===== config.mk =====
export PLATFORM = sky130hd
export DESIGN_NAME = cycle_to_event_rate_scheduler
export DESIGN_NICKNAME = d
export VERILOG_FILES = /design/src/rtl/core/cters_pkg.sv /design/src/rtl/core/cycle_to_event_rate_scheduler.sv
export SDC_FILE = /design/constraint.sdc
export NUM_CORES = 1
export LEC_CHECK = 0
export BUFFER_PORTS_ARGS = -buffer_cell sky130_fd_sc_hd__buf_2
export CAP_MARGIN = 5
export CORE_ASPECT_RATIO = 1.1
export CORE_MARGIN = 4
export CORE_UTILIZATION = 44
export DETAILED_ROUTE_END_ITERATION = 8
export GPL_ROUTABILITY_DRIVEN = 0
export MAX_ROUTING_LAYER = met4
export PLACE_DENSITY = 0.7
export SLEW_MARGIN = 10
export SYNTH_ARGS = -nofsm -noshare
export SYNTH_HDL_FRONTEND = slang
export SYNTH_SLANG_ARGS = --single-unit

===== constraint.sdc =====
create_clock -name clk -period 7.29 [get_ports clk]
set_clock_uncertainty 0.15 [all_clocks]
set_input_delay 0.729 -clock clk [delete_from_list [all_inputs] [get_ports clk]]
set_output_delay 0.729 -clock clk [all_outputs]
set_load 0.01 [all_outputs]

===== src/rtl/core/cters_pkg.sv =====
// Package for the cycle-to-event rate scheduler.
// Holds field widths, rate constants and the item kind codes.
// No dependencies.
package cters_pkg;

	localparam int unsigned LINES_PER_FRAME = 526;
	localparam int unsigned FRAME_RATE      = 30;
	localparam int unsigned SOUND_RATE      = 44100;
	localparam int unsigned TIMER_BASE      = 21000000;

	localparam int unsigned ACC_W   = 32;
	localparam int unsigned FRAC_W  = 24;
	localparam int unsigned FREQ_W  = 27;
	localparam int unsigned DELAY_W = 16;
	localparam int unsigned CYC_W   = 8;
	localparam int unsigned KIND_W  = 2;
	localparam int unsigned LINE_W  = 10;
	localparam int unsigned LIF_W   = 9;
	localparam int unsigned FLD_W   = 2;
	localparam int unsigned CNT_W   = $clog2(ACC_W);
	localparam int unsigned TQ_W    = $clog2(TIMER_BASE + 1);
	localparam int unsigned CFG_IDX_W = 1;

	localparam int unsigned HALF_LINES = LINES_PER_FRAME / 2;

	localparam logic [ACC_W-1:0]  SOUND_STEP = ACC_W'(SOUND_RATE);
	localparam logic [ACC_W-1:0]  VIDEO_STEP = ACC_W'(LINES_PER_FRAME * FRAME_RATE);
	localparam logic [ACC_W-1:0]  TIMER_DIVIDEND = ACC_W'(TIMER_BASE);
	localparam logic [FREQ_W-1:0] RESET_FREQ = FREQ_W'(12500000);

	localparam logic [CFG_IDX_W-1:0] REG_CPU_FREQ    = 1'b0;
	localparam logic [CFG_IDX_W-1:0] REG_TIMER_DELAY = 1'b1;

	typedef enum logic [KIND_W-1:0] {
		KIND_PUSH  = 2'd0,
		KIND_VIDEO = 2'd1,
		KIND_SOUND = 2'd2,
		KIND_TIMER = 2'd3
	} kind_t;

endpackage


===== src/rtl/core/cycle_to_event_rate_scheduler.sv =====
// Cycle-to-event rate scheduler: push/poll request handling, bit-serial divider
// and bit-serial product accumulation for the video, sound and timer accumulators.
// Depends on cters_pkg.

// A poll request is taken only when the output register is free; its answer is
// registered there, and the next request may follow straight after. A push
// request holds the block through ST_DIV, ST_HORN, ST_ADD, ST_FIX and ST_OUT:
// the restoring divider gives one quotient bit a cycle, the four products are
// built MSB-first from the registered quotient bits, then finished and added,
// the remainder correction applied and the result handed over once the output
// register is free, after which the next request is taken. Writing timer_delay
// recomputes the timer increment in the same divider, holding off requests. Push
// requests are accepted while an earlier result waits in the output register.
module cycle_to_event_rate_scheduler import cters_pkg::*; (
	input  logic                 clk,
	input  logic                 arst_n,
	input  logic                 in_valid,
	output logic                 in_stall,
	input  logic [KIND_W-1:0]    kind,
	input  logic [CYC_W-1:0]     cycles,
	output logic                 out_valid,
	input  logic                 out_stall,
	output logic                 fired,
	output logic [LIF_W-1:0]     line_in_field,
	output logic                 field_index,
	output logic [LINE_W-1:0]    frame_line,
	input  logic                 cfg_we,
	input  logic [CFG_IDX_W-1:0] cfg_idx,
	input  logic [FREQ_W-1:0]    cfg_wdata
);

	typedef enum logic [2:0] {
		ST_IDLE,
		ST_DIV,
		ST_HORN,
		ST_ADD,
		ST_FIX,
		ST_OUT
	} state_t;

	state_t              state_q;
	logic [CNT_W-1:0]    cnt_q;
	logic                tdiv_q;
	logic                tq_dirty_q;
	logic                qv_q;
	logic [FREQ_W-1:0]   cpu_freq_q;
	logic [DELAY_W-1:0]  timer_delay_q;
	logic [ACC_W-1:0]    cpu_acc_q, sound_acc_q, video_acc_q, timer_acc_q;
	logic [LINE_W-1:0]   line_q;
	logic [LIF_W-1:0]    lif_q;
	logic [FLD_W-1:0]    fld_q;

	logic [FREQ_W-1:0]   rem_q;
	logic [ACC_W-1:0]    div_sh_q;
	logic                qb_q;
	logic [TQ_W-1:0]     tq_q;
	logic [CYC_W-1:0]    cyc_q;
	logic [ACC_W-1:0]    pf_q, ps_q, pv_q, pt_q;

	kind_t               in_kind;
	logic                in_acc, out_free;
	logic                start_push, start_tdiv;
	logic                poll_acc, out_load, line_step;
	logic [ACC_W-1:0]    sel_acc;
	logic                due, poll_fire;
	logic [LINE_W-1:0]   line_n;
	logic [LIF_W-1:0]    lif_n;
	logic [FLD_W-1:0]    fld_n;
	logic [FREQ_W-1:0]   divisor;
	logic [FREQ_W:0]     rem_sh;
	logic                ge;
	logic [FREQ_W-1:0]   rem_nx;
	logic [ACC_W-1:0]    cpu_sum;
	logic                timer_on;

	assign in_kind  = kind_t'(kind);
	assign out_free = !out_valid || !out_stall;
	assign in_stall = (state_q != ST_IDLE) || tq_dirty_q || (!out_free && in_kind != KIND_PUSH);
	assign in_acc   = in_valid && !in_stall;
	assign start_push = in_acc && in_kind == KIND_PUSH;
	assign start_tdiv = state_q == ST_IDLE && tq_dirty_q;
	assign timer_on = timer_delay_q != '0;
	assign poll_acc = in_acc && in_kind != KIND_PUSH;
	assign out_load = poll_acc || (state_q == ST_OUT && out_free);

	always_comb begin
		case (in_kind)
			KIND_VIDEO: sel_acc = video_acc_q;
			KIND_SOUND: sel_acc = sound_acc_q;
			KIND_TIMER: sel_acc = timer_acc_q;
			default:    sel_acc = '0;
		endcase
	end

	assign due       = sel_acc[ACC_W-1:FRAC_W] != '0;
	assign poll_fire = due && in_kind != KIND_PUSH;
	assign line_step = poll_fire && in_kind == KIND_VIDEO;

	// line counter with running field split
	always_comb begin
		if (line_q == LINE_W'(LINES_PER_FRAME - 1)) begin
			line_n = '0;
			lif_n  = '0;
			fld_n  = '0;
		end else begin
			line_n = line_q + 1'b1;
			if (lif_q == LIF_W'(HALF_LINES - 1)) begin
				lif_n = '0;
				fld_n = fld_q + 1'b1;
			end else begin
				lif_n = lif_q + 1'b1;
				fld_n = fld_q;
			end
		end
	end

	// restoring divider, one quotient bit per cycle
	assign divisor = tdiv_q ? FREQ_W'(timer_delay_q) : cpu_freq_q;
	assign rem_sh  = {rem_q, div_sh_q[ACC_W-1]};
	assign ge      = rem_sh >= {1'b0, divisor};
	assign rem_nx  = ge ? FREQ_W'(rem_sh - {1'b0, divisor}) : rem_sh[FREQ_W-1:0];

	assign cpu_sum = cpu_acc_q + ACC_W'(cpu_freq_q);

	always_ff @(posedge clk or negedge arst_n) begin
		if (!arst_n) begin
			state_q       <= ST_IDLE;
			cnt_q         <= '0;
			tdiv_q        <= 1'b0;
			tq_dirty_q    <= 1'b0;
			qv_q          <= 1'b0;
			cpu_freq_q    <= RESET_FREQ;
			timer_delay_q <= '0;
			cpu_acc_q     <= '0;
			sound_acc_q   <= '0;
			video_acc_q   <= '0;
			timer_acc_q   <= '0;
			line_q        <= '0;
			lif_q         <= '0;
			fld_q         <= '0;
			out_valid     <= 1'b0;
			fired         <= 1'b0;
			line_in_field <= '0;
			field_index   <= 1'b0;
			frame_line    <= '0;
		end else begin
			qv_q <= state_q == ST_DIV && !tdiv_q;
			if (out_load)
				out_valid <= 1'b1;
			else if (out_valid && !out_stall)
				out_valid <= 1'b0;
			case (state_q)
				ST_IDLE: begin
					if (start_tdiv) begin
						tdiv_q     <= 1'b1;
						tq_dirty_q <= 1'b0;
						cnt_q      <= '0;
						state_q    <= ST_DIV;
					end else if (start_push) begin
						tdiv_q  <= 1'b0;
						cnt_q   <= '0;
						state_q <= ST_DIV;
					end else if (in_acc) begin
						fired         <= poll_fire;
						line_in_field <= line_step ? lif_n : lif_q;
						field_index   <= line_step ? fld_n[0] : fld_q[0];
						frame_line    <= line_step ? line_n : line_q;
						if (poll_fire) begin
							case (in_kind)
								KIND_VIDEO: begin
									video_acc_q <= video_acc_q - (ACC_W'(1) << FRAC_W);
									line_q      <= line_n;
									lif_q       <= lif_n;
									fld_q       <= fld_n;
								end
								KIND_SOUND: sound_acc_q <= sound_acc_q - (ACC_W'(1) << FRAC_W);
								KIND_TIMER: timer_acc_q <= timer_acc_q - (ACC_W'(1) << FRAC_W);
								default: ;
							endcase
						end
					end
				end
				ST_DIV: begin
					cnt_q <= cnt_q + 1'b1;
					if (cnt_q == CNT_W'(ACC_W - 1))
						state_q <= tdiv_q ? ST_IDLE : ST_HORN;
				end
				ST_HORN: state_q <= ST_ADD;
				ST_ADD: begin
					cpu_acc_q   <= cpu_acc_q + pf_q;
					sound_acc_q <= sound_acc_q + ps_q;
					video_acc_q <= video_acc_q + pv_q;
					if (timer_on)
						timer_acc_q <= timer_acc_q + pt_q;
					state_q <= ST_FIX;
				end
				ST_FIX: begin
					// remainder drifted: one more step, keep the fraction only
					if (cpu_acc_q[ACC_W-1:FRAC_W] != cyc_q) begin
						cpu_acc_q   <= {{(ACC_W-FRAC_W){1'b0}}, cpu_sum[FRAC_W-1:0]};
						sound_acc_q <= sound_acc_q + SOUND_STEP;
						video_acc_q <= video_acc_q + VIDEO_STEP;
						if (timer_on)
							timer_acc_q <= timer_acc_q + ACC_W'(tq_q);
					end
					state_q <= ST_OUT;
				end
				ST_OUT: begin
					if (out_free) begin
						fired         <= 1'b0;
						line_in_field <= lif_q;
						field_index   <= fld_q[0];
						frame_line    <= line_q;
						state_q       <= ST_IDLE;
					end
				end
				default: state_q <= ST_IDLE;
			endcase
			if (cfg_we) begin
				case (cfg_idx)
					REG_CPU_FREQ: cpu_freq_q <= cfg_wdata;
					REG_TIMER_DELAY: begin
						timer_delay_q <= cfg_wdata[DELAY_W-1:0];
						tq_dirty_q    <= 1'b1;
					end
					default: ;
				endcase
			end
		end
	end

	// serial datapath: dividend shift, remainder, quotient bits, MSB-first products
	always_ff @(posedge clk) begin
		if (start_push || start_tdiv) begin
			rem_q    <= '0;
			div_sh_q <= start_tdiv ? TIMER_DIVIDEND : {cycles, {FRAC_W{1'b0}}};
			pf_q     <= '0;
			ps_q     <= '0;
			pv_q     <= '0;
			pt_q     <= '0;
		end else if (state_q == ST_DIV) begin
			rem_q    <= rem_nx;
			div_sh_q <= {div_sh_q[ACC_W-2:0], 1'b0};
		end
		if (state_q == ST_DIV) begin
			qb_q <= ge;
			if (tdiv_q)
				tq_q <= {tq_q[TQ_W-2:0], ge};
		end
		if (start_push)
			cyc_q <= cycles;
		if (qv_q) begin
			pf_q <= {pf_q[ACC_W-2:0], 1'b0} + (qb_q ? ACC_W'(cpu_freq_q) : '0);
			ps_q <= {ps_q[ACC_W-2:0], 1'b0} + (qb_q ? SOUND_STEP : '0);
			pv_q <= {pv_q[ACC_W-2:0], 1'b0} + (qb_q ? VIDEO_STEP : '0);
			pt_q <= {pt_q[ACC_W-2:0], 1'b0} + (qb_q ? ACC_W'(tq_q) : '0);
		end
	end

	a_line_range: assert property (@(posedge clk) disable iff (!arst_n)
		out_valid |-> frame_line < LINE_W'(LINES_PER_FRAME))
		else $error("frame line out of range");

	a_field_split: assert property (@(posedge clk) disable iff (!arst_n)
		line_q == LINE_W'(lif_q) + LINE_W'(fld_q) * LINE_W'(HALF_LINES))
		else $error("line split out of step with line counter");

	a_rem_bound: assert property (@(posedge clk) disable iff (!arst_n)
		(state_q == ST_DIV && divisor != '0) |-> rem_q < divisor)
		else $error("divider remainder not below divisor");

	a_poll_answer: assert property (@(posedge clk) disable iff (!arst_n)
		(in_acc && in_kind != KIND_PUSH) |=> out_valid)
		else $error("poll request gave no result");

endmodule

# ---- Word-level counts from Yosys, hierarchy flattened
# Cells that the tools add are included.
# Widths: inputs -> output; s select.
dict set report word_totals {
  reg_bits 446
  inputBits 43
  output_inout_bits 23
}
dict set report classes {
  n_addsub 20
  n_lt_le_gt_ge 1
  n_eq_ne 25
  mux 85
  n_bitwise 3
  reduce_logical 48
}
# cell count
set op_table {}
lappend op_table {{$mux 32} 29}
lappend op_table {{$pmux 32 s3} 4}
lappend op_table {{$add 32x32->32} 4}
lappend op_table {{$sub 32x25->32 const B} 3}
lappend op_table {{$mux 27} 3}
lappend op_table {{$add 32x25->32} 2}
lappend op_table {{$pmux 32 s2} 1}
lappend op_table {{$mux 9} 7}
lappend op_table {{$mux 10} 6}
lappend op_table {{$add 32x14->32} 1}
lappend op_table {{$add 32x14->32 const B} 1}
lappend op_table {{$add 32x16->32} 1}
lappend op_table {{$add 32x16->32 const B} 1}
lappend op_table {{$add 32x27->32} 1}
lappend op_table {{$ge 28x27->1} 1}
lappend op_table {{$sub 27x27->27} 1}
lappend op_table {{$mux 25} 1}
lappend op_table {{$add 24x24->24} 1}
lappend op_table {{$reduce_and 7->1} 3}
lappend op_table {{$pmux 10 s2} 1}
lappend op_table {{$ne 2x2->1 const B} 9}
lappend op_table {{$pmux 3 s6} 1}
lappend op_table {{$pmux 9 s2} 1}
lappend op_table {{$reduce_bool 2->1} 9}
lappend op_table {{other kinds (37)} 90}

# ---- Logic depth before layout (Yosys ltp)
dict set report logic_depth {
  depth_word 11
  depth_mapped 19
}

# ---- Least setup slack after synthesis
# Ideal clock, no wire load.
dict set report synth_timing {
  path_type {reg-to-reg}
  startpoint {register state_q[2]}
  endpoint {register pf_q[0], enable pin}
  setup_time_ns 0.486
  arrival_time_ns 4.498
  required_time_ns 6.654
  setup_slack_ns 2.155
  path_stages_with_launch 7
  path_cell_list {dfrtp_1 or3_1 nor2_1 nand3_1 inv_1 clkbuf_1 or3_1}
}
dict set report synth_between {
  elab_chain_len 8
  word_cells_on_any_way 10
  classes_between {reduce/logical (10)}
}
# item line
set synth_rtl {}
lappend synth_rtl {{start: declaration} cycle_to_event_rate_scheduler.sv:41} ;# state_t state_q;
lappend synth_rtl {{start signal: assignment} cycle_to_event_rate_scheduler.sv:186} ;# state_q <= tdiv_q ? ST_IDLE : ST_HORN;
lappend synth_rtl {{$reduce_bool 3->1} cycle_to_event_rate_scheduler.sv:78} ;# assign in_stall = (state_q != ST_IDLE) || tq_dirty_q || (!out_free && in_kind != KIND_PUSH);
lappend synth_rtl {{$logic_or 1x1->1 (2 in series)} cycle_to_event_rate_scheduler.sv:78}
lappend synth_rtl {{$logic_not 1->1} cycle_to_event_rate_scheduler.sv:79} ;# assign in_acc = in_valid && !in_stall;
lappend synth_rtl {{$logic_and 1x1->1} cycle_to_event_rate_scheduler.sv:79}
lappend synth_rtl {{$logic_and 1x1->1} cycle_to_event_rate_scheduler.sv:80} ;# assign start_push = in_acc && in_kind == KIND_PUSH;
lappend synth_rtl {{$logic_or 1x1->1 (*)} cycle_to_event_rate_scheduler.sv:234} ;# if (start_push || start_tdiv) begin
lappend synth_rtl {{$reduce_bool 2->1 (no line) (*)} -}
lappend synth_rtl {{end signal: assignment} cycle_to_event_rate_scheduler.sv:253} ;# pf_q <= {pf_q[ACC_W-2:0], 1'b0} + (qb_q ? ACC_W'(cpu_freq_q) : '0);
lappend synth_rtl {{end: declaration} cycle_to_event_rate_scheduler.sv:58} ;# logic [ACC_W-1:0] pf_q, ps_q, pv_q, pt_q;
# Mark *: on every way between the ends. The rest lies on a longest branch, timed or not.
# A chain may end at the register's enable or synchronous reset.

# ---- Worst setup path after layout
dict set report layout_timing {
  startpoint {register state_q[1]}
  endpoint {register timer_acc_q[31]}
}
dict set report layout_between {
  elab_chain_len 8
  word_cells_on_any_way 21
  classes_between {eq/ne (10); mux (1); reduce/logical (10)}
}
# item line
set layout_rtl {}
lappend layout_rtl {{$reduce_bool 3->1} cycle_to_event_rate_scheduler.sv:78}
lappend layout_rtl {{$logic_or 1x1->1 (2 in series)} cycle_to_event_rate_scheduler.sv:78}
lappend layout_rtl {{$logic_not 1->1} cycle_to_event_rate_scheduler.sv:79}
lappend layout_rtl {{$logic_and 1x1->1} cycle_to_event_rate_scheduler.sv:79}
lappend layout_rtl {{$logic_and 1x1->1} cycle_to_event_rate_scheduler.sv:80}
lappend layout_rtl {{$ne 2x2->1 (no line)} -}
lappend layout_rtl {{$reduce_and 9->1 (no line)} -}
lappend layout_rtl {{end signal: assignment} cycle_to_event_rate_scheduler.sv:177} ;# KIND_TIMER: timer_acc_q <= timer_acc_q - (ACC_W'(1) << FRAC_W);
lappend layout_rtl {{end signal: assignment} cycle_to_event_rate_scheduler.sv:194} ;# timer_acc_q <= timer_acc_q + pt_q;
lappend layout_rtl {{end signal: assignment} cycle_to_event_rate_scheduler.sv:204} ;# timer_acc_q <= timer_acc_q + ACC_W'(tq_q);
lappend layout_rtl {{end: declaration} cycle_to_event_rate_scheduler.sv:48} ;# logic [ACC_W-1:0] cpu_acc_q, sound_acc_q, video_acc_q, timer_acc_q;
# Parallel ways exist; a longest one is shown, timed or not.

==> impl_results.md <==
* Status: complete, no violations
* Critical R2R Launch: state_q[1]
* Clock transition at path regs at 0.06 ns
* Final instance area at 0.0334 mm²
* Cells after Synth at 3324
* Fmax at 205 MHz
* Post-cts resize count at 0
* H-tree lvl count at 2
* Largest net degree at the start of global routing at 138
* Post-layout nets at 3660
* Post-DR wirelength/cell at 16.5 µm
* Fin crit share at 0.668
* CP max stage cell: or3b_4
* Initial cell density of the core at 0.445
* Fill count at 6402
* Slew Viols, Final at 0
* Total CTS buffers at 51
* R2R Setup Slk at 2.42 ns
* CP cell instances: or3b_4 -> buf_4 -> nand2_1 -> nand2_1 -> ha_1 -> a21o_1 -> a21o_1 -> a21o_1 -> a21oi_1 -> a31oi_1 -> a31oi_1 -> o21ai_0 -> a2111oi_0 -> o21ai_0 -> a21boi_0
* Crit path arrival time at 5.23 ns
* Root Buffer: clkbuf_16
* Max clock buf depth at 3
* GRT Total Usage at 0.198
* Worst setup startpoint: state_q[1]
* Hold Crit Class: in -> reg
* Sequential-to-total area share from yosys stat at 0.381
* CORE AREA at 0.0678 mm²
* Number of synthesis warnings at 0
* Worst Path Max Fanout at 80
* CTS tree: built
* Post-Syn Area at 0.0302 mm²
* Rows at 100
* Die height at 283 µm
* CTS Sinks at 428
* Hold EP: cyc_q[2]
* Initial DRT Pass Iterations at 6
* Ys async rst share at 0.514
* Post-synth top area share at 0.180
* First-pass GRT wire length at 118 mm
* GRT Residual Overflow at 0
* Register bit total from synthesis at 428
* Synth area leader: edfxtp_1
* Drt total wl at 71.2 mm
* Clock Latency Late Sink at 0.61 ns
* P per Cell Area at 298 mW/mm²
* HPWL after DPL at 50.1 mm
* Critical register-to-register path endpoint: timer_acc_q[31]
* Max-Slew Margin vs Limit at 0.241
* Yosys cell types at 84
* Initial antenna violation count at 1
* Area Growth Syn to Fin at 10.6%
* Via count at 24300
* Area contributors post-synth: edfxtp_1 18%, dfrtp_1 17%, ha_1 11%
* Hold wc startpoint: cycles[2]
* Post-DP Area at 0.0315 mm²
* CP most frequent cell: a21o_1
* Die W at 258 µm
* Final min period at 4.87 ns
* # DRC at 0
* Hold Crit Depth at 1
* Worst r2r path cells at 15
* Setup TNS at 0 ns
* CP Class: reg -> reg
* Worst setup EP type: flip-flop
* Post-CTS Setup Bufs at 0
* CP required at 7.65 ns
* Vias in the first global route at 23600
* Power Total at 9.97 mW
* DR iter-0 viols at 1497
* Via density per instance at 5.63
* EDFF count, synth at 181
* I/O Buffers at 65
* Tightest Pin Transition at 1.13 ns
* Hold Fails Final Rpt at 0
* Crit path launch type: flip-flop
* Mapped Nets at 3628
* Max-Cap Viols at 0
* RSZ-0062 raised after global routing: no
* Routed Antenna Nets at 0
* Leakage at 14.8 nW
* Biggest cell delay along the critical path at 0.85 ns
* Share of cells above drive strength 1 at 0.0815
* Die Area at 0.0729 mm²
* Final setup violating endpoints at 0
* Top FF cell, synth: dfrtp_1
* VDD IR-drop max at 0.234 mV
* Boundary Pins at 66
* Syn avg cell area at 9.08 µm²
sequential cells by signal (all words and copies together) (netlist names), 10 cells and up:
signal and count:
cpu_freq_q 27, div_sh_q 26, cpu_acc_q 32, tq_q 25, sound_acc_q 30, ps_q 27, pt_q 32, timer_acc_q 32
pf_q 32, pv_q 30, timer_delay_q 16, rem_q 27, line_q 10, frame_line 10, video_acc_q 30
how the worst max path moves through the flow:
| stage | cells past startpoint | slack (ns) | endpoint |
|---|---|---|---|
| after CTS | 14 | 2.41 | timer_acc_q[29] |
| after global routing | 14 | 2.00 | sound_acc_q[28] |
| after detailed placement | 14 | 2.41 | timer_acc_q[29] |
| final | 15 | 2.42 | timer_acc_q[31] |
| after floorplan | 6 | 2.16 | pf_q[0] |
| after global placement | 15 | 2.53 | timer_acc_q[31] |
synthesized netlist by cell type (7+ instances only):
cell,n
o211ai_1,24
or3_1,29
a31oi_1,67
or2_2,7
nand3_1,90
a21o_1,118
o31ai_1,21
nor2b_1,34
edfxtp_1,181
mux2i_1,30
clkbuf_1,101
a211oi_1,25
inv_1,76
and2_1,192
nor2_1,185
nor4_1,15
a221o_1,7
and4_1,8
dfrtp_1,208
nand4_1,34
o21bai_1,32
ha_1,255
a21boi_0,17
nand2b_1,59
dfstp_2,12
o21a_1,23
a21oi_1,217
buf_1,8
xnor2_1,132
a31o_2,9
o21ai_0,278
mux2_2,49
dfxtp_1,27
nand2_1,411
nor3_1,47
and3_1,59
xor2_1,106
per-layer routing:
layer  routed length, µm  track usage  share of wire  up-vias
met1               32900        0.257           0.46    11600
met5                   0            -              0        -
met4                1650       0.0512          0.023        0
met3                3070       0.0237          0.043      105
met2               33600        0.331           0.47      468
li1                    -            -              -    12100
power by group:
part | switching (mW) | internal, mW | leakage (nW) | total (mW)
Sequential | 0.348 | 3.05 | 4.79 | 3.40
Combinational | 2.10 | 1.68 | 9.07 | 3.78
Clock | 1.08 | 1.71 | 0.900 | 2.79
Total | 3.53 | 6.44 | 14.8 | 9.97
metrics by stage:
step	util	hold slack, ns	setup WS (ns)	std cells
floorplan	-	0.283	2.16	3324
global placement	0.465	0.305	2.53	4220
detailed placement	0.465	0.310	2.41	4220
CTS	0.492	0.129	2.41	4316
global route	0.492	0.139	2.00	4317
finish	0.492	0.168	2.42	4317
area by class of cell:
cell class              instances  area [µm²]  area share
flip-flops and latches        428       11500       0.344
clock inverters                30         384      0.0115
multi-input cells            2705       18000       0.540
repair buffers                 94         581      0.0174
well taps                     918        1150      0.0344
inverters                      76         285     0.00854
diodes                          1        2.50   0.0000749
clock buffers                  65        1460      0.0438
what timing repair did:
item | 4_1_cts | 5_1_grt
hold buffers | 1 | 0
endpoints found under the hold margin | 9 | 0
endpoints found under the setup margin | 0 | 0
cell families (layout without fill, tap and decap cells):
| family | Yosys count | in the layout | share of synthesized area |
|---|---|---|---|
| multiplexers | 79 | 79 | 0.0282 |
| AND/OR/NAND/NOR | 1205 | 1205 | 0.198 |
| XOR/XNOR | 238 | 238 | 0.0690 |
| other | 0 | 1 | 0 |
| adder cells (fa/ha/maj) | 262 | 262 | 0.110 |
| flip-flops | 428 | 428 | 0.381 |
| AO/OA/AOI/OAI | 921 | 921 | 0.190 |
| buffers and inverters | 191 | 265 | 0.0240 |
critical path, delay by kind of cell (launching register included):
| kind | cells | cell delay (ns) |
|---|---|---|
| compound gates | 10 | 2.17 |
| buf+inv | 1 | 0.51 |
| flops | 1 | 0.61 |
| simple gates | 3 | 1.03 |
| fa+ha+maj | 1 | 0.28 |
cells in the final DEF, fill, tap and decap left out, types with 26 or more instances in the layout:
master,netlist,final
dfrtp_1,208,207
nor3_1,47,46
and2_1,192,192
xnor2_1,132,132
o21ai_0,278,278
clkbuf_16,0,55
edfxtp_1,181,181
o21bai_1,32,32
a21oi_1,217,217
mux2i_1,30,30
mux2_2,49,49
nand2_1,411,411
dfxtp_1,27,27
xor2_1,106,106
and3_1,59,58
or3_1,29,28
nor2_1,185,184
buf_2,6,64
buf_4,0,26
a31oi_1,67,67
nor2b_1,34,33
nand3_1,90,89
ha_1,255,255
nand2b_1,59,59
inv_1,76,76
nand4_1,34,34
a21o_1,118,118
(Power assumes the default switching activity.)
